--- config.mk ---
export PLATFORM = sky130hd
export DESIGN_NAME = icw_out
export DESIGN_NICKNAME = d
export VERILOG_FILES = /design/src/rtl/icw_pkg.sv /design/src/rtl/icw_out.sv
export SDC_FILE = /design/constraint.sdc
export NUM_CORES = 1
export LEC_CHECK = 0
export BUFFER_PORTS_ARGS = -buffer_cell sky130_fd_sc_hd__buf_2
export CAP_MARGIN = 20
export CORE_MARGIN = 2
export CORE_UTILIZATION = 55
export DETAILED_ROUTE_END_ITERATION = 10
export PLACE_DENSITY = 0.84
export SKIP_CTS_REPAIR_TIMING = 1
export SLEW_MARGIN = 10
export SYNTH_ARGS = -nofsm -noshare
export SYNTH_HDL_FRONTEND = slang
export SYNTH_SLANG_ARGS = --single-unit
--- constraint.sdc ---
create_clock -name clock -period 7.1 [get_ports clock]
set_input_delay 0.71 -clock clock [delete_from_list [all_inputs] [get_ports clock]]
set_output_delay 0.71 -clock clock [all_outputs]
set_load 0.02 [all_outputs]
--- src/rtl/icw_pkg.sv ---
// Shared types, widths and constants of the iterated cubic waveshaper.
package icw_pkg;

   // Defaults of the top-level parameters.
   localparam int DEF_MAX_DEPTH   = 32;
   localparam int DEF_SAMPLE_BITS = 16;

   // Fixed-point formats: s is Q8.24 in 32 bits, coefficients are Q6.16.
   localparam int FIX_W   = 32;
   localparam int FRAC_S  = 24;
   localparam int FRAC_C  = 16;
   localparam int COEF_W  = 22;
   localparam int PROD_W  = 2 * FIX_W;
   localparam int CPROD_W = COEF_W + FIX_W;
   localparam int SUM_W   = CPROD_W + 2;

   // Stereo lanes.
   localparam int NUM_LANES  = 2;
   localparam int LANE_LEFT  = 0;
   localparam int LANE_RIGHT = 1;

   // Configuration port.
   localparam int CSR_INDEX_W = 2;
   localparam int CSR_DATA_W  = 16;
   localparam int AMOUNT_W    = 16;
   localparam int DEPTH_REG_W = 6;
   localparam logic [CSR_INDEX_W-1:0] CSR_EFFECT_AMOUNT   = 2'd0;
   localparam logic [CSR_INDEX_W-1:0] CSR_ITERATION_DEPTH = 2'd1;
   localparam int AMOUNT_RESET = 128;
   localparam int DEPTH_RESET  = 1;

   // Linear coefficient E = 9 * amount / 65534, rounded half up.
   localparam int AMOUNT_GAIN = 9;
   localparam int AMOUNT_DIV  = 65534;
   localparam int AMOUNT_RND  = 32767;
   localparam int ONE_Q16     = 65536;

   typedef logic signed [FIX_W-1:0] fix_type;

   localparam fix_type FIX_MAX = 32'sh7FFF_FFFF;
   localparam fix_type FIX_MIN = 32'sh8000_0000;
   localparam fix_type ONE_Q24 = 32'sh0100_0000;

   typedef struct packed {
      logic signed [COEF_W-1:0] a;
      logic signed [COEF_W-1:0] b;
      logic signed [COEF_W-1:0] e;
   } coef_type;

   typedef struct packed {
      logic valid;
      logic block_end;
   } ctl_type;

endpackage

--- src/rtl/icw_out.sv ---
// Mapping back to sample range with clamping, output register and skid stage.
module icw_out #(
   parameter int SAMPLE_BITS = icw_pkg::DEF_SAMPLE_BITS
) (
   input  logic                          clock,
   input  logic                          reset,
   input  icw_pkg::ctl_type              in_ctl,
   input  icw_pkg::fix_type              in_s [icw_pkg::NUM_LANES],
   output logic                          pipe_en,
   output logic                          rsp_valid,
   input  logic                          rsp_ready,
   output logic signed [SAMPLE_BITS:0]   rsp_left_result,
   output logic signed [SAMPLE_BITS:0]   rsp_right_result,
   output logic                          rsp_block_end_out
);
   import icw_pkg::*;

   localparam int OUT_SH = FRAC_S - SAMPLE_BITS;
   localparam logic [FIX_W-1:0]       OUT_ROUND = FIX_W'((1 << OUT_SH) >> 1);
   localparam logic [SAMPLE_BITS:0]   RES_HALF  = (SAMPLE_BITS+1)'(1 << (SAMPLE_BITS - 1));
   localparam logic signed [SAMPLE_BITS:0] RES_HI = RES_HALF;
   localparam logic signed [SAMPLE_BITS:0] RES_LO = -RES_HI;

   logic signed [SAMPLE_BITS:0]  res_in      [NUM_LANES];
   logic signed [SAMPLE_BITS:0]  out_res_ff  [NUM_LANES];
   logic signed [SAMPLE_BITS:0]  skid_res_ff [NUM_LANES];
   logic                         out_valid_ff;
   logic                         out_end_ff;
   logic                         skid_valid_ff;
   logic                         skid_end_ff;
   logic                         move_skid;
   logic                         load_out;
   logic                         load_skid;

   always_comb begin
      logic [FIX_W-1:0]       t;
      logic [SAMPLE_BITS:0]   q;
      for (int l = 0; l < NUM_LANES; l++) begin
         t = $unsigned(in_s[l]) + OUT_ROUND;
         q = (SAMPLE_BITS+1)'(t >> OUT_SH);
         if (in_s[l][FIX_W-1]) begin
            res_in[l] = RES_LO;
         end else if (in_s[l] > ONE_Q24) begin
            res_in[l] = RES_HI;
         end else begin
            res_in[l] = $signed(q - RES_HALF);
         end
      end
   end

   // The pipeline only stalls once the skid stage is occupied, so the one
   // request that arrives behind a refused result always has a place.
   assign pipe_en   = !skid_valid_ff;
   assign move_skid = skid_valid_ff && rsp_ready;
   assign load_out  = !skid_valid_ff && in_ctl.valid && (!out_valid_ff || rsp_ready);
   assign load_skid = !skid_valid_ff && in_ctl.valid && out_valid_ff && !rsp_ready;

   always_ff @(posedge clock) begin
      if (reset) begin
         out_valid_ff  <= 1'b0;
         skid_valid_ff <= 1'b0;
      end else if (skid_valid_ff) begin
         if (rsp_ready) begin
            skid_valid_ff <= 1'b0;
         end
      end else if (in_ctl.valid) begin
         if (load_out) begin
            out_valid_ff <= 1'b1;
         end else begin
            skid_valid_ff <= 1'b1;
         end
      end else if (rsp_ready) begin
         out_valid_ff <= 1'b0;
      end
   end

   always_ff @(posedge clock) begin
      if (move_skid) begin
         out_res_ff <= skid_res_ff;
         out_end_ff <= skid_end_ff;
      end else if (load_out) begin
         out_res_ff <= res_in;
         out_end_ff <= in_ctl.block_end;
      end
      if (load_skid) begin
         skid_res_ff <= res_in;
         skid_end_ff <= in_ctl.block_end;
      end
   end

   assign rsp_valid         = out_valid_ff;
   assign rsp_left_result   = out_res_ff[LANE_LEFT];
   assign rsp_right_result  = out_res_ff[LANE_RIGHT];
   assign rsp_block_end_out = out_end_ff;

   a_skid_behind_out: assert property (@(posedge clock) disable iff (reset)
      skid_valid_ff |-> out_valid_ff)
      else $error("skid stage holds a result while the output register is empty");

   a_no_drop: assert property (@(posedge clock) disable iff (reset)
      out_valid_ff && !rsp_ready && !skid_valid_ff && in_ctl.valid
      |=> skid_valid_ff && out_valid_ff)
      else $error("arriving result was not captured during a stall");

   a_skid_holds: assert property (@(posedge clock) disable iff (reset)
      skid_valid_ff && !rsp_ready |=> skid_valid_ff && $stable(skid_end_ff))
      else $error("skid stage lost its result while the output was stalled");

endmodule

==> impl_metrics.env, run 1 <==
export IMPL_fp_row_count=29
export IMPL_p_per_area_nw_per_um2=206
export IMPL_critPathMaxFanout=17
export IMPL_drt_wl_total_um=8130
export IMPL_nets=509
export IMPL_drive_above_1_share_pct=29.4
export IMPL_path_buf_inv=1
export IMPL_drv_cap=0
export IMPL_ys_seq_area_share_pct=60.4
export IMPL_clkSinkCount=72
export IMPL_netlist_instances=326
export IMPL_antenna_found_initial=0
export IMPL_fin_crit_ns=2.36
export IMPL_seqPwrFrac_pct=54.8
export IMPL_die_x_um=84.3
export IMPL_die_h_um=84.3
export IMPL_cp_start_kind="primary input"
export IMPL_comb_power_share_pct=11.7
export IMPL_clock_skew_ns=0.00845
export IMPL_dr_pass1_iters=4
export IMPL_worstSetupPathType="primary input to flip-flop"
export IMPL_setup_tns_final_ns=0
export IMPL_clk_latency_ns=0.34
export IMPL_ant_nets=0
export IMPL_crit_start="in_s[13]"
export IMPL_clockRootBuffer="clkbuf_8"
export IMPL_io_pins=106
export IMPL_gr_total_overflow=0
export IMPL_final_setup_viol_count=0
export IMPL_synth_area_leaders="edfxtp_1, nor2_1, nand2_1"
export IMPL_gr_usage_all_layers_pct=23.7
export IMPL_h_tree_depth=3
export IMPL_numCtsBuffers=9
export IMPL_drtIter0Drc=195
export IMPL_worst_pin_slew_ns=0.677
export IMPL_worstSetupEndpoint="skid_res_ff[15]"
export IMPL_p_leak_nw=1.59
export IMPL_route_detailed_drc=0
export IMPL_worstHoldPathType="flip-flop to flip-flop"
export IMPL_cp_end_kind="flip-flop"
export IMPL_num_antenna_cells=0
export IMPL_maxSlewHeadroom_pct=54.7
export IMPL_synth_top_cell_area_share_pct=59.3
export IMPL_vias=2922
export IMPL_ys_ff_latch=72
export IMPL_r2r_start="skid_valid_ff"
export IMPL_initial_utilization_pct=56.5
export IMPL_worstHoldStart="rsp_valid"
export IMPL_hpwl_um=5820
export IMPL_ys_flop_type="edfxtp_1"
export IMPL_clock_path_buffers=2
export IMPL_syn_mean_instance_area_um2=10.9
export IMPL_hold_slack_ns=0.519
export IMPL_sw_frac_of_total_pct=24.1
export IMPL_max_freq_ghz=0.424
export IMPL_dieArea_um2=7110
export IMPL_ys_async_sr_fraction_pct=0
export IMPL_cts_tree="yes"
export IMPL_hold_viol_final=0
export IMPL_reg2reg_depth=6
export IMPL_port_buffers=105
export IMPL_syn_num_nets=397
export IMPL_critPathArrivalTime_ns=2.45
export IMPL_first_global_vias=2827
export IMPL_slowest_stage="nand3b_1"
export IMPL_netlist_area_um2=3550
export IMPL_crit_cells=6
export IMPL_path_cells="buf_2 > nor4_1 > nand3_1 > o22ai_1 > nand3b_1 > nand2b_1"
export IMPL_p_int_uw=679
export IMPL_rsz0062_at_grt="no"
export IMPL_wl_per_cell_um=15.7
export IMPL_grt_pass1_wl_um=13100
export IMPL_fin_crit_sh_pct=33.2
export IMPL_coreArea_um2=6280
export IMPL_via_per_inst=5.63
export IMPL_clk_pin_slew_ns=0.07
export IMPL_crit_path_max_incr_delay_ns=0.51
export IMPL_irDropWorstVdd_mv=0.124
export IMPL_crit_family="simple AND/OR/NAND/NOR gates"
export IMPL_r2r_end="rsp_right_result[6]"
export IMPL_synth_yosys_warnings=0
export IMPL_status="completed"
export IMPL_clockPowerShare_pct=33.5
export IMPL_rrSetupSlack_ns=5.15
export IMPL_worstPathRequired_ns=7.19
export IMPL_grt_max_degree=37
export IMPL_synth_distinct_cells=39
export IMPL_synth_top_area_cell="edfxtp_1"
export IMPL_slew_violations=0
export IMPL_synth_edf_count=70
export IMPL_power_switching_uw=216
export IMPL_area_growth_pct=22.5
export IMPL_gp_congestion=0.881
metrics by stage:
stage	utilization [%]	power [mW]	instances	instance area, um^2	worst slack [ns]
after floorplan	-	0.551	326	3550	3.19
after global placement	66.4	0.600	504	4170	4.54
after detailed placement	66.4	0.604	504	4170	4.42
after CTS	69.2	0.899	519	4340	4.78
after global routing	69.2	0.928	519	4340	4.56
final	69.2	0.895	519	4340	4.74
layout make-up:
class	instances	area, um^2
Timing Repair Buffer	108	548
Clock inverter	5	48.8
Sequential cell	72	2140
Multi-Input combinational cell	241	1360
Fill cell	512	1930
Clock buffer	10	128
Inverter	6	22.5
Tap cell	77	96.3
cell usage in the layout, fill, tap and decap left out, types with 4 or more instances in the layout:
| master | count |
|---|---|
| nor4_1 | 12 |
| and4_1 | 4 |
| and3_1 | 5 |
| xnor2_1 | 17 |
| xor2_1 | 13 |
| nand2_1 | 47 |
| nor2_1 | 52 |
| buf_2 | 105 |
| clkbuf_8 | 9 |
| edfxtp_1 | 70 |
| nand3_1 | 17 |
| inv_1 | 6 |
| o21ai_0 | 31 |
| nand4_1 | 7 |
state kept, by name, summed over array words and instances (netlist names):
register and flops:
rsp_right_result 17, rsp_block_end_out 1, rsp_left_result 17, rsp_valid 1, skid_valid_ff 1, skid_res_ff 34, skid_end_ff 1
worst register-to-register path, stage by stage, from the launching register on:
cell,delay (ns)
dfxtp_1,0.35
inv_1,0.12
nor2_2,0.04
buf_4,0.24
nor2_1,0.26
nand3_1,0.39
o21ai_0,0.38
metal layers:
| metal | wire, um | global-route usage [%] | part of all wire, % |
|---|---|---|---|
| met5 | 0 | 0 | 0 |
| met4 | 162 | 9.97 | 2.0 |
| met3 | 498 | 4.62 | 6.1 |
| met2 | 4270 | 41.4 | 53 |
| met1 | 3200 | 28.8 | 39 |
cell usage after synthesis, types with 5 or more instances:
master / n
edfxtp_1: 70
and3_1: 5
xnor2_1: 17
nor2_1: 53
nand2_1: 47
o21ai_0: 31
inv_1: 6
nand4_1: 7
nand3_1: 17
xor2_1: 13
nor4_1: 12
power groups by stage:
stage / Combinational (mW) / Clock (mW) / Sequential [mW]
floorplan: 0.0340 / 0 / 0.517
global placement: 0.101 / 0 / 0.499
detailed placement: 0.104 / 0 / 0.500
CTS: 0.105 / 0.303 / 0.491
global route: 0.113 / 0.322 / 0.492
finish: 0.104 / 0.300 / 0.491
worst min-delay path by stage:
stage,cells past startpoint,end,slack [ns]
6_report,2,rsp_valid,0.52
3_5_place_dp,2,rsp_block_end_out,0.50
4_1_cts,2,rsp_valid,0.52
3_3_place_gp,2,rsp_valid,0.49
5_1_grt,2,rsp_valid,0.54
2_1_floorplan,2,rsp_block_end_out,0.48
cell families (layout without fill, tap and decap cells):
| group | Yosys count | count (layout) | share of synthesized area, % |
|---|---|---|---|
| compound gates | 44 | 44 | 7.13 |
| xor+xnor | 30 | 30 | 7.41 |
| fa+ha+maj | 2 | 2 | 0.706 |
| buf+inv | 13 | 129 | 1.48 |
| flops | 72 | 72 | 60.4 |
| mux | 1 | 1 | 0.282 |
| simple gates | 164 | 164 | 22.6 |
No activity file was read; power rests on OpenSTA's default activity.
==> inputs of run 2 (changes only) <==
--- a/config.mk
+++ b/config.mk
@@ -8,9 +8,9 @@
 export BUFFER_PORTS_ARGS = -buffer_cell sky130_fd_sc_hd__buf_2
 export CAP_MARGIN = 20
 export CORE_MARGIN = 2
-export CORE_UTILIZATION = 55
+export CORE_UTILIZATION = 52
 export DETAILED_ROUTE_END_ITERATION = 10
-export PLACE_DENSITY = 0.84
+export PLACE_DENSITY = 0.8
 export SKIP_CTS_REPAIR_TIMING = 1
 export SLEW_MARGIN = 10
 export SYNTH_ARGS = -nofsm -noshare
==> constraint.sdc (replaced) <==
create_clock -name clock -period 2.4 [get_ports clock]
set_input_delay 0.24 -clock clock [delete_from_list [all_inputs] [get_ports clock]]
set_output_delay 0.24 -clock clock [all_outputs]
set_load 0.02 [all_outputs]
==> run 2 against run 1 <==
Clock-buffer cell count unchanged. Largest cell class unchanged. Critical path type is now flip-flop to flip-flop. Total power grew to 2.9 times the previous value. Critical path depth is the same.
==> impl_metrics.env, run 2 (synthesis results as in run 1) <==
export IMPL_hpwl_um=5730
export IMPL_drtIter0Drc=179
export IMPL_comb_power_share_pct=11.6
export IMPL_worstHoldStart="reset"
export IMPL_drv_cap=0
export IMPL_hold_path_cell_count=2
export IMPL_final_cell_mix="buf_2, edfxtp_1, nor2_1"
export IMPL_h_tree_depth=3
export IMPL_fin_crit_ns=1.85
export IMPL_grt_util_met2_pct=36.9
export IMPL_reg2reg_depth=6
export IMPL_route_detailed_drc=0
export IMPL_slowest_stage="dfxtp_1"
export IMPL_slew_violations=0
export IMPL_die_x_um=86.6
export IMPL_rsz0062_at_grt="no"
export IMPL_clk_latency_ns=0.34
export IMPL_num_antenna_cells=0
export IMPL_clockPowerShare_pct=33.4
export IMPL_gp_congestion=0.876
export IMPL_rrSetupSlack_ns=0.55
export IMPL_cts_tree="yes"
export IMPL_dieArea_um2=7500
export IMPL_clockRootBuffer="clkbuf_8"
export IMPL_gr_usage_all_layers_pct=21.5
export IMPL_path_cells="inv_1 > nor2_2 > buf_4 > nor2_1 > nand3_1 > o21ai_0"
export IMPL_via_per_inst=5.57
export IMPL_dr_pass1_iters=5
export IMPL_use_met1_pct=27.5
export IMPL_regMostFlops="skid_res_ff"
export IMPL_status="completed"
export IMPL_r2r_start="skid_valid_ff"
export IMPL_crit_path_max_incr_delay_ns=0.40
export IMPL_max_freq_ghz=0.540
export IMPL_p_leak_nw=1.61
export IMPL_timing_final_ws_setup_ns=0.549
export IMPL_p_int_mw=2.01
export IMPL_area_growth_pct=23.4
export IMPL_gr_total_overflow=0
export IMPL_drt_wl_total_um=7730
export IMPL_port_buffers=105
export IMPL_fin_crit_sh_pct=77.1
export IMPL_worstHoldPathType="primary input to flip-flop"
export IMPL_nets=512
export IMPL_seqPwrFrac_pct=55.0
export IMPL_coreArea_um2=6680
export IMPL_fp_row_count=30
export IMPL_numCtsBuffers=9
export IMPL_antenna_found_initial=0
export IMPL_ant_nets=0
export IMPL_wl_per_cell_um=14.8
export IMPL_die_h_um=86.6
export IMPL_r2r_end="rsp_left_result[8]"
export IMPL_critPathArrivalTime_ns=1.92
export IMPL_grt_use_met3_pct=4.29
export IMPL_initial_utilization_pct=53.1
export IMPL_clkSinkCount=72
export IMPL_worst_pin_slew_ns=0.600
export IMPL_worstPathRequired_ns=2.46
export IMPL_largest_register_ffs=34
export IMPL_final_setup_viol_count=0
export IMPL_worstSetupPathType="flip-flop to flip-flop"
export IMPL_irDropWorstVdd_mv=0.242
export IMPL_io_pins=106
export IMPL_hold_slack_ns=0.0670
export IMPL_pre_cts_ws_ns=0.241
export IMPL_hold_viol_final=0
export IMPL_critPathMaxFanout=18
export IMPL_setup_tns_final_ns=0
export IMPL_p_per_area_nw_per_um2=603
export IMPL_clock_path_buffers=2
export IMPL_power_switching_uw=627
export IMPL_fill_cells=547
export IMPL_top_usage_layer="met2"
export IMPL_first_global_vias=2734
export IMPL_drive_above_1_share_pct=30.2
export IMPL_vias=2919
export IMPL_clock_skew_ns=0.0105
export IMPL_grt_pass1_wl_um=12400
export IMPL_cp_start_kind="flip-flop"
export IMPL_clk_pin_slew_ns=0.07
export IMPL_grt_max_degree=37
export IMPL_final_common_cell="buf_2"
export IMPL_sw_frac_of_total_pct=23.7
export IMPL_min_delay_worst_endpoint="skid_valid_ff"
export IMPL_cp_end_kind="flip-flop"
export IMPL_maxSlewHeadroom_pct=59.6
## run 2: power groups by stage
stage	registers [mW]	clock network [mW]	logic, mW
after floorplan	1.53	0	0.102
final	1.45	0.881	0.307
after global placement	1.48	0	0.303
after detailed placement	1.48	0	0.307
after CTS	1.45	0.895	0.308
after global routing	1.46	0.939	0.336
## run 2: how the worst max path moves through the flow
stage | start | end | slack (ns) | cells past startpoint
3_3_place_gp | in_s[7] | rsp_right_result[16] | 0.32 | 7
3_5_place_dp | in_s[7] | rsp_right_result[15] | 0.24 | 6
6_report | skid_valid_ff | rsp_left_result[8] | 0.55 | 6
4_1_cts | skid_valid_ff | rsp_left_result[8] | 0.54 | 6
5_1_grt | skid_valid_ff | rsp_left_result[8] | 0.38 | 6
2_1_floorplan | skid_valid_ff | skid_end_ff | 0.36 | 3
## run 2: metal layers
layer / wire (um) / up-vias
met5: 0 / -
met4: 106 / 0
met3: 468 / 11
met2: 3880 / 111
met1: 3280 / 1371
li1: - / 1426
## run 2: layout make-up
cell class / instances / area, um^2 / share of cell area, %
multi-input cells: 241 / 1370 / 31.2
clock buffers: 10 / 128 / 2.92
flip-flops and latches: 72 / 2140 / 49.0
inverters: 6 / 22.5 / 0.515
repair buffers: 111 / 571 / 13.0
well taps: 80 / 100 / 2.29
clock inverters: 4 / 47.5 / 1.09
## run 2: metrics by stage
stage	util [%]	cell area, um^2	power (mW)	instances
finish	65.5	4380	2.64	524
global route	65.5	4380	2.73	524
CTS	65.5	4380	2.65	524
detailed placement	62.9	4200	1.79	510
global placement	62.9	4200	1.78	510
floorplan	-	3560	1.63	326
## run 2: critical path, delay by kind of cell, from the launching register on
family,cells,cell delay (ns)
compound gates,1,0.20
buf+inv,2,0.36
flops,1,0.40
simple gates,3,0.61
