**src/rtl/icw_pkg.sv**
```systemverilog
// Shared types, widths and constants of the iterated cubic waveshaper.
package icw_pkg;

   // Defaults of the top-level parameters.
   localparam int DEF_MAX_DEPTH   = 32;
   localparam int DEF_SAMPLE_BITS = 16;

   // Fixed-point formats: s is Q8.24 in 32 bits, coefficients are Q6.16.
   localparam int FIX_W   = 32;
   localparam int FRAC_S  = 24;
   localparam int FRAC_C  = 16;
   localparam int COEF_W  = 22;
   localparam int PROD_W  = 2 * FIX_W;
   localparam int CPROD_W = COEF_W + FIX_W;
   localparam int SUM_W   = CPROD_W + 2;

   // Stereo lanes.
   localparam int NUM_LANES  = 2;
   localparam int LANE_LEFT  = 0;
   localparam int LANE_RIGHT = 1;

   // Configuration port.
   localparam int CSR_INDEX_W = 2;
   localparam int CSR_DATA_W  = 16;
   localparam int AMOUNT_W    = 16;
   localparam int DEPTH_REG_W = 6;
   localparam logic [CSR_INDEX_W-1:0] CSR_EFFECT_AMOUNT   = 2'd0;
   localparam logic [CSR_INDEX_W-1:0] CSR_ITERATION_DEPTH = 2'd1;
   localparam int AMOUNT_RESET = 128;
   localparam int DEPTH_RESET  = 1;

   // Linear coefficient E = 9 * amount / 65534, rounded half up.
   localparam int AMOUNT_GAIN = 9;
   localparam int AMOUNT_DIV  = 65534;
   localparam int AMOUNT_RND  = 32767;
   localparam int ONE_Q16     = 65536;

   typedef logic signed [FIX_W-1:0] fix_type;

   localparam fix_type FIX_MAX = 32'sh7FFF_FFFF;
   localparam fix_type FIX_MIN = 32'sh8000_0000;
   localparam fix_type ONE_Q24 = 32'sh0100_0000;

   typedef struct packed {
      logic signed [COEF_W-1:0] a;
      logic signed [COEF_W-1:0] b;
      logic signed [COEF_W-1:0] e;
   } coef_type;

   typedef struct packed {
      logic valid;
      logic block_end;
   } ctl_type;

endpackage

```
**src/rtl/icw_coef.sv**
```systemverilog
// Configuration registers and derivation of the cubic map coefficients.
module icw_coef #(
   parameter int MAX_DEPTH = icw_pkg::DEF_MAX_DEPTH
) (
   input  logic                              clock,
   input  logic                              reset,
   input  logic                              csr_valid,
   output logic                              csr_ready,
   input  logic [icw_pkg::CSR_INDEX_W-1:0]   csr_index,
   input  logic [icw_pkg::CSR_DATA_W-1:0]    csr_wdata,
   output icw_pkg::coef_type                 coef,
   output logic [$clog2(MAX_DEPTH+1)-1:0]    depth_eff
);
   import icw_pkg::*;

   localparam int DEPTH_W = $clog2(MAX_DEPTH + 1);
   localparam logic signed [COEF_W-1:0] THREE_Q16 = COEF_W'(3 * ONE_Q16);
   localparam logic signed [COEF_W-1:0] TWO_Q16   = COEF_W'(2 * ONE_Q16);

   coef_type                 coef_ff;
   logic [DEPTH_REG_W-1:0]   depth_ff;
   logic [DEPTH_REG_W:0]     depth_wide;

   // E = m + floor((2m + 32767) / 65534) with m = 9 * amount. The quotient is
   // taken as the top bits, then corrected once since the remainder stays
   // below twice the divisor.
   function automatic coef_type derive(input logic [AMOUNT_W-1:0] amount);
      logic [19:0] m;
      logic [20:0] v;
      logic [4:0]  q0;
      logic [16:0] r;
      logic [19:0] e;
      coef_type    c;
      m   = 20'(amount) * 20'(AMOUNT_GAIN);
      v   = {m, 1'b0} + 21'(AMOUNT_RND);
      q0  = v[20:16];
      r   = 17'(v[15:0]) + 17'({q0, 1'b0});
      e   = m + 20'(q0) + ((r >= 17'(AMOUNT_DIV)) ? 20'd1 : 20'd0);
      c.e = $signed({2'b00, e});
      c.b = THREE_Q16 - (c.e + (c.e <<< 1));
      c.a = (c.e <<< 1) - TWO_Q16;
      return c;
   endfunction

   always_ff @(posedge clock) begin
      if (reset) begin
         coef_ff  <= derive(AMOUNT_W'(AMOUNT_RESET));
         depth_ff <= DEPTH_REG_W'(DEPTH_RESET);
      end else if (csr_valid) begin
         case (csr_index)
            CSR_EFFECT_AMOUNT: begin
               coef_ff <= derive(csr_wdata[AMOUNT_W-1:0]);
            end
            CSR_ITERATION_DEPTH: begin
               depth_ff <= csr_wdata[DEPTH_REG_W-1:0];
            end
            default: begin
            end
         endcase
      end
   end

   assign depth_wide = {1'b0, depth_ff};
   assign depth_eff  = (depth_wide > (DEPTH_REG_W+1)'(MAX_DEPTH)) ?
                       DEPTH_W'(MAX_DEPTH) : DEPTH_W'(depth_wide);
   assign coef       = coef_ff;
   assign csr_ready  = 1'b1;

   a_coef_sum_is_one: assert property (@(posedge clock) disable iff (reset)
      (coef_ff.a + coef_ff.b + coef_ff.e) == COEF_W'(ONE_Q16))
      else $error("cubic coefficients do not sum to one");

   a_linear_term_nonneg: assert property (@(posedge clock) disable iff (reset)
      csr_valid && (csr_index == CSR_EFFECT_AMOUNT) |=> !coef_ff.e[COEF_W-1])
      else $error("linear coefficient went negative");

endmodule

```
**config.mk**
```make
export PLATFORM = sky130hd
export DESIGN_NAME = icw_coef
export DESIGN_NICKNAME = d
export VERILOG_FILES = /design/src/rtl/icw_pkg.sv /design/src/rtl/icw_coef.sv
export SDC_FILE = /design/constraint.sdc
export NUM_CORES = 1
export LEC_CHECK = 0
export BUFFER_PORTS_ARGS = -buffer_cell sky130_fd_sc_hd__buf_2
export CORE_MARGIN = 8
export CORE_UTILIZATION = 55
export DETAILED_ROUTE_END_ITERATION = 8
export PLACE_DENSITY_LB_ADDON = 0.05
export SYNTH_ARGS = -nofsm -noshare
export SYNTH_HDL_FRONTEND = slang
export SYNTH_SLANG_ARGS = --single-unit
export TNS_END_PERCENT = 30
```
**constraint.sdc**
```tcl
create_clock -name clock -period 13.7 [get_ports clock]
set_input_delay 2.74 -clock clock [delete_from_list [all_inputs] [get_ports clock]]
set_output_delay 2.74 -clock clock [all_outputs]
set_load 0.005 [all_outputs]
```
==> results of run 1 <==
[flip-flops by register name (all words and copies together) (netlist names)]
name	flops
coef	45
depth_ff	6
[worst paths after layout]
| path | startpoint | to | cells after the start |
|---|---|---|---|
| setup / recovery | csr_wdata[1] | coef[43] | 32 |
| hold / removal | coef[61] | coef[61] | 2 |
| setup reg to reg | coef[43] | coef[43] | 2 |
| hold reg to reg | coef[61] | coef[61] | 2 |
[cells in the final DEF (no fill, tap or decap), types with 15 or more instances in the layout]
cell,instances
a211oi_1,15
a21oi_1,50
buf_2,89
dfxtp_1,51
ha_1,73
inv_1,34
nand2_1,67
nand3_1,17
nor2_1,40
o21ai_0,31
xnor2_1,37
xor2_1,30
[power breakdown]
group,total (W),internal [W],leakage (nW),switching (W)
clock,0.000104,0.0000534,0.0502,0.0000509
combinational,0.000800,0.000332,2.25,0.000468
sequential,0.000173,0.000165,0.417,0.00000809
total,0.00108,0.000550,2.72,0.000527
[final cells by class]
type / instances / area (um^2)
clock inverters: 2 / 37.54
multi-input cells: 545 / 3921
fillers: 912 / 3799
repair buffers: 90 / 452.9
inverters: 34 / 127.6
clock buffers: 5 / 68.82
flip-flops and latches: 51 / 1021
well taps: 133 / 166.4
[metrics by stage]
| stage | area, um^2 | util |
|---|---|---|
| 3_5_place_dp | 5689 | 0.5930 |
| 3_3_place_gp | 5689 | 0.5930 |
| 5_1_grt | 5796 | 0.6041 |
| 6_report | 5796 | 0.6041 |
| 4_1_cts | 5796 | 0.6041 |
| 2_1_floorplan | 5324 | - |
[synth_stat cells, types with 15 or more instances]
cell type / number
a21oi_1: 50
a211oi_1: 15
inv_1: 34
xnor2_1: 37
ha_1: 73
clkbuf_1: 24
nand2_1: 67
xor2_1: 30
buf_4: 22
nor2_1: 40
dfxtp_1: 51
nand3_1: 17
o21ai_0: 31
[cells by family (layout without fill, tap and decap cells)]
kind of cell	after synthesis	after routing	share of synthesized area
other cells	2	4	0.001413
buf+inv	81	131	0.07272
flops	51	51	0.1920
simple gates	212	212	0.2003
fa+ha+maj	76	76	0.1815
xor+xnor	68	68	0.1134
compound gates	176	176	0.2212
mux	9	9	0.01742
[worst reg2reg max path, stage by stage (launching register included)]
cell	delay [ps]
dfxtp_1	360
nor2_1	60
a2111oi_1	370
[routing by layer]
metal | up-vias | GRT usage
met5 | - | 0
met4 | 0 | 0.07720
met3 | 20 | 0.02690
met2 | 112 | 0.3880
met1 | 2338 | 0.2563
li1 | 2487 | -
==> out/results.ini, run 1 <==
[routing]
wl_met3_um=559
drc=0
wl_um=13880
vias=4957
wl_met1_um=6114
top_layer=met4
viasPerCell=5.764
ant_nets=0
route.met2.wl_um=6863
wl_per_cell_um=16.14
first_pass_iters=5
dr.first_iter.drc_count=302

[floorplanning]
die_y_um=114.3
dieArea_um2=13070
initial_core_util=0.5541
pin_count=94
rows=36
core_area_um2=9594
fp.dieW_um=114.3

[logic_synthesis]
ys_async_sr_fraction=0
syn-cell-area_um2=5316
synth_edf_count=0
yosysTopAreaCell=dfxtp_1
postSynthCellCount=675
ys_top_cells_by_area=dfxtp_1, ha_1, xnor2_1
ys_seq_area_frac=0.1920
synth_cell_types=67
syn_avg_cell_area_um2=7.876
synth-seq-cells=51
yosysTopAreaCellShare=0.1920
ys_warn_count=0
synth_ff_type=dfxtp_1

[cts]
numCtsBuffers=5
root_buffer=clkbuf_8
cts_tree=yes
clock_latency_ps=310
hold_buffers=0
htree_num_levels=2
clock_path_buffers=2
path_clk_slew_ps=100
cts_resized=0
cts_setup_buffers=0
cts.sinks=51

[power]
peakVddDrop_v=0.0001148
p_leak_nw=2.722
finalPower_w=0.001077
powerDensity_nw_per_um2=185.8

[placed_design]
dpl_worst_slack_ps=1909
gp_congestion=0.9464
post-place-cells=853
io_buffer_count=89
hpwl_um=11320

[grt]
grt_pass1_wl_um=23040
antenna_found_initial=0
grt_max_degree=51
grtUsageTotal=0.2158
overflow=0
grt_pass1_vias=4840

[timing]
period_needed_ps=11530
worst_slack_ps=2172
final-max-slew-violation-count=0
setup-violations-final=0
fin_setup_tns_ps=0
whs_ps=450.2
fmax_ghz=0.08674
finClkSkew_ps=0
post-route-period-util=0.8415
worstMarginPinSlew_ps=975.9
rsz0062_at_grt=no
relSlewSlack=0.3494
hold_viol=0

[critical_path]
r2r_setup_slack_ps=12790
path_buf_inv=3
startpoint_type=primary input
endpoint_kind=register
required_ps=13890
critPathMostFrequentCell=ha_1
crit_slowest_cell=fa_1
critPathTopFamily=simple AND/OR/NAND/NOR gates
path_max_fanout=9
cp.arrival_ps=11720
cp_slowest_stage_delay_ps=590
path_class=primary input to register

[cells_and_area]
stdcell_count=860
syn2layout_area_growth_pct=9.014
diodes=0
nets=823
drive_gt1_frac=0.1582

[worst_hold_path]
hold_class=register to register

[run_status]
status=finished clean

[job]
drv_cap=0

Note: power is estimated with default switching activity, not from simulation.
==> inputs of run 2 (changes only) <==
--- a/config.mk
+++ b/config.mk
@@ -7,7 +7,7 @@
 export LEC_CHECK = 0
 export BUFFER_PORTS_ARGS = -buffer_cell sky130_fd_sc_hd__buf_2
 export CORE_MARGIN = 8
-export CORE_UTILIZATION = 55
+export CORE_UTILIZATION = 52
 export DETAILED_ROUTE_END_ITERATION = 8
 export PLACE_DENSITY_LB_ADDON = 0.05
 export SYNTH_ARGS = -nofsm -noshare
==> constraint.sdc (replaced) <==
create_clock -name clock -period 10.3 [get_ports clock]
set_input_delay 2.06 -clock clock [delete_from_list [all_inputs] [get_ports clock]]
set_output_delay 2.06 -clock clock [all_outputs]
set_load 0.005 [all_outputs]
==> out/results.ini, run 2 (synthesized netlist as in run 1, its figures left out) <==
[critical_path]
cp_slowest_stage_delay_ps=500
endpoint_kind=register
critPathMostFrequentCell=ha_1
r2r_cells=3
required_ps=10500
r2r_setup_slack_ps=9480
path_class=primary input to register
path_max_fanout=4
cp.arrival_ps=10140
rr_endpoint=coef[41]
r2r_start=coef[41]
crit_slowest_cell=or4_1
startpoint_type=primary input

[floorplanning]
rows=37
pin_count=94
core_area_um2=10140
die_y_um=117.1
initial_core_util=0.5244
fp.dieW_um=117.1
dieArea_um2=13710

[power]
p_clk_frac=0.084
swShare=0.4445
peakVddDrop_v=0.0001524
switchingPower_w=0.0007521
powerDensity_nw_per_um2=254.9
power_frac_seq=0.136
internal_power_w=0.0009399
p_leak_nw=3.236
combPwrFrac=0.780

[cells_and_area]
drive_gt1_frac=0.2764
stdcell_count=968
syn2layout_area_growth_pct=24.88
fill_cells=942
largest_reg_flops=45
layout_common_cells=buf_4, buf_2, ha_1, nand2_1, dfxtp_1
diodes=0
fin_util=0.6548
seq_area_um2=1021
finish.instance_area_um2=6639
final_common_cell=buf_4
nets=928
multiInputGateArea_um2=3973

[cts]
cts.sinks=51
clock_latency_ps=300
numCtsBuffers=5
htree_num_levels=2
path_clk_slew_ps=90
root_buffer=clkbuf_8
clock_path_buffers=2
cts_tree=yes
hold_buffers=0

[timing]
fin_setup_tns_ps=0
finClkSkew_ps=0
hold_viol=0
period_needed_ps=9935
setup-violations-final=0
final-max-slew-violation-count=0
fmax_ghz=0.1007
relSlewSlack=0.3548
worstMarginPinSlew_ps=967.8
post-route-period-util=0.9646
whs_ps=440.6

[grt]
antenna_found_initial=0
grt_pass1_wl_um=23550
grt_pass1_vias=5165
overflow=0
grtUsageTotal=0.2140
grt_max_degree=51

[placed_design]
hpwl_um=11920
place_area_um2=6466
post-place-cells=959
io_buffer_count=89
gp_congestion=0.9366

[worst_hold_path]
hold_class=register to register
hp-start=coef[61]
holdPathEnd=coef[61]
whs_path_depth=2

[routing]
dr.first_iter.drc_count=266
drc=0
first_pass_iters=4
viasPerCell=5.345
vias=5174
ant_nets=0
wl_per_cell_um=14.80
wl_um=14330

[run_status]
status=finished clean

[job]
drv_cap=0

[run 2: cell types whose count changed in the layout (fill, tap and decap cells not counted), moves of 2 or more]
| cell | delta |
|---|---|
| buf_4 | +105 |
| a21oi_2 | +3 |
| o21ai_0 | -6 |
| xor2_2 | +2 |
| o21ai_1 | +5 |
| a21oi_1 | -3 |
| xor2_1 | -2 |
[run 2: how the worst max path moves through the flow]
stage	cells after the start	slack (ps)	end	from
floorplan	37	470	coef[42]	csr_wdata[1]
global placement	36	170	coef[43]	csr_wdata[1]
detailed placement	36	-50	coef[43]	csr_wdata[1]
CTS	36	240	coef[43]	csr_wdata[1]
global route	38	-40	coef[43]	csr_wdata[1]
finish	37	360	coef[43]	csr_wdata[1]
[run 2: per-stage QoR]
| step | worst slack (ps) | power (W) |
|---|---|---|
| 2_1_floorplan | 465.7 | 0.001057 |
| 3_3_place_gp | 168.2 | 0.001519 |
| 3_5_place_dp | -52.64 | 0.001536 |
| 4_1_cts | 242.8 | 0.001690 |
| 5_1_grt | -40.65 | 0.001857 |
| 6_report | 364.9 | 0.001692 |
[run 2: worst max-delay path: cells and delay by family]
kind | cells | cell delay, ps
AOI/OAI and AO/OA | 11 | 2610
xor gates and xnor gates | 2 | 460
adders and majority gates | 9 | 2350
buffers and inverters | 5 | 550
and+or+nand+nor | 10 | 2080
[run 2: what timing repair did]
| action | 4_1_cts | 5_1_grt |
|---|---|---|
| resized for setup | 0 | 16 |
| endpoints found under the setup margin | 0 | 13 |
| buffers inserted | 0 | 2 |
[run 2: final cells by class]
type                    count  share of cell area
clock buffers               5             0.01037
clock inverters             2            0.005654
inverters                  34             0.01922
multi-input cells         545              0.5984
flip-flops and latches     51              0.1538
well taps                 136             0.02563
repair buffers            195              0.1870
[run 2: power groups by stage]
stage / registers, W / logic, W / clock network (W)
floorplan: 0.000236 / 0.000820 / 0
global route: 0.000233 / 0.00147 / 0.000154
finish: 0.000230 / 0.00132 / 0.000142
global placement: 0.000233 / 0.00129 / 0
CTS: 0.000230 / 0.00131 / 0.000148
detailed placement: 0.000235 / 0.00130 / 0
[run 2: per-layer routing]
metal	wire [um]	GRT usage	vias up
met2	6896	0.3738	94
met4	403	0.09130	0
li1	-	-	2692
met1	6533	0.2585	2366
met5	0	0	-
met3	493	0.02668	22
==> inputs of run 3 (changes only) <==
--- a/config.mk
+++ b/config.mk
@@ -10,6 +10,7 @@
 export CORE_UTILIZATION = 52
 export DETAILED_ROUTE_END_ITERATION = 8
 export PLACE_DENSITY_LB_ADDON = 0.05
+export REMOVE_ABC_BUFFERS = 1
 export SYNTH_ARGS = -nofsm -noshare
 export SYNTH_HDL_FRONTEND = slang
 export SYNTH_SLANG_ARGS = --single-unit
==> out/results.ini, run 3 (synthesized netlist as in run 1, its figures left out) <==
[power]
peakVddDrop_v=0.0001110
switchingPower_w=0.0007194
p_clk_frac=0.090
internal_power_w=0.0008827
combPwrFrac=0.766
p_leak_nw=3.065
powerDensity_nw_per_um2=250.9
swShare=0.4490
power_frac_seq=0.143

[critical_path]
crit_slowest_cell=or4_4
endpoint_kind=register
startpoint=csr_wdata[4]
cp.arrival_ps=10060
r2r_setup_slack_ps=9500
required_ps=10570
crit_end=coef[41]
cp_slowest_stage_delay_ps=560
rr_endpoint=coef[43]
critPathMostFrequentCell=ha_1
r2r_start=coef[43]
r2r_cells=2
startpoint_type=primary input
path_max_fanout=4
path_class=primary input to register

[cts]
hold_buffers=0
root_buffer=clkbuf_8
path_clk_slew_ps=110
numCtsBuffers=5
clock_path_buffers=2
htree_num_levels=2
clock_latency_ps=310
cts_tree=yes
cts.sinks=51

[routing]
first_pass_iters=4
viasPerCell=5.395
drc=0
wl_per_cell_um=14.24
vias=5012
ant_nets=0
dr.first_iter.drc_count=236
wl_um=13230

[timing]
period_needed_ps=9796
fmax_ghz=0.1021
worstMarginPinSlew_ps=681.9
relSlewSlack=0.5449
hold_viol=0
final-max-slew-violation-count=0
worst_slack_ps=504.2
finClkSkew_ps=0
whs_ps=454.5
setup-violations-final=0
post-route-period-util=0.9510

[cells_and_area]
diodes=0
final_common_cell=buf_2
layout_common_cells=buf_2, ha_1, nand2_1, buf_4, dfxtp_1
largest_reg_flops=45
drive_gt1_frac=0.2509
finish.instance_area_um2=6386
nets=888
syn2layout_area_growth_pct=20.12

[floorplanning]
core_area_um2=10140
dieArea_um2=13710
rows=37
fp.dieW_um=117.1
die_y_um=117.1
pin_count=94
initial_core_util=0.5244

[grt]
grt_pass1_vias=4768
grtUsageTotal=0.1940
grt_max_degree=51
antenna_found_initial=0
overflow=0
grt_pass1_wl_um=21750

[placed_design]
io_buffer_count=89
hpwl_um=10780
place_area_um2=6158
dpl_worst_slack_ps=-90.19
gp_congestion=0.9264

[worst_hold_path]
hold_class=register to register

[job]
drv_cap=0

[run_status]
status=finished clean

==> run 3: metal layers <==
| metal | up-vias | wire (um) | global-route usage |
|---|---|---|---|
| li1 | 2619 | - | - |
| met4 | 0 | 130 | 0.04693 |
| met2 | 89 | 6330 | 0.3428 |
| met1 | 2295 | 6219 | 0.2463 |
| met5 | - | 0 | 0 |
| met3 | 9 | 548 | 0.02104 |
==> run 3: critical path: cells and delay by family <==
family | cells | cell delay, ps
xor+xnor | 3 | 440
simple gates | 8 | 1810
buf+inv | 4 | 490
compound gates | 14 | 2700
fa+ha+maj | 8 | 2550
==> run 3: stage by stage <==
stage / power (W) / utilization / instances / TNS [ps]
6_report: 0.001602 / 0.6299 / 929 / 0
5_1_grt: 0.001758 / 0.6299 / 929 / -50.58
4_1_cts: 0.001588 / 0.6185 / 926 / 0
3_5_place_dp: 0.001434 / 0.6074 / 918 / -126.5
3_3_place_gp: 0.001415 / 0.6074 / 918 / 0
2_1_floorplan: 0.001045 / - / 630 / 0
==> run 3: cell type report <==
cell class / count / area [um^2]
multi-input cells: 545 / 4014
fillers: 928 / 3752
flip-flops and latches: 51 / 1021
repair buffers: 155 / 940.9
well taps: 136 / 170.2
inverters: 34 / 127.6
clock buffers: 5 / 68.82
clock inverters: 3 / 43.79
==> run 3: worst min path at each step <==
stage             start  slack (ps)  depth (start not counted)       end
2_1_floorplan  coef[61]         440                          2  coef[61]
3_3_place_gp   coef[61]         430                          2  coef[61]
3_5_place_dp   coef[33]         440                          2  coef[33]
4_1_cts        coef[33]         460                          2  coef[33]
5_1_grt        coef[61]         470                          2  coef[61]
6_report       coef[61]         450                          2  coef[61]
==> run 3: power by group through the flow <==
stage / combinational (W) / clock [W] / sequential (W)
after CTS: 0.00121 / 0.000150 / 0.000230
after detailed placement: 0.00120 / 0 / 0.000234
after global placement: 0.00118 / 0 / 0.000233
after floorplan: 0.000808 / 0 / 0.000238
final: 0.00123 / 0.000145 / 0.000229
after global routing: 0.00137 / 0.000155 / 0.000232
==> run 3: timing repair <==
action                                  4_1_cts  5_1_grt
gates resized for setup                       0       25
setup buffers                                 0        3
endpoints found under the setup margin        0       13
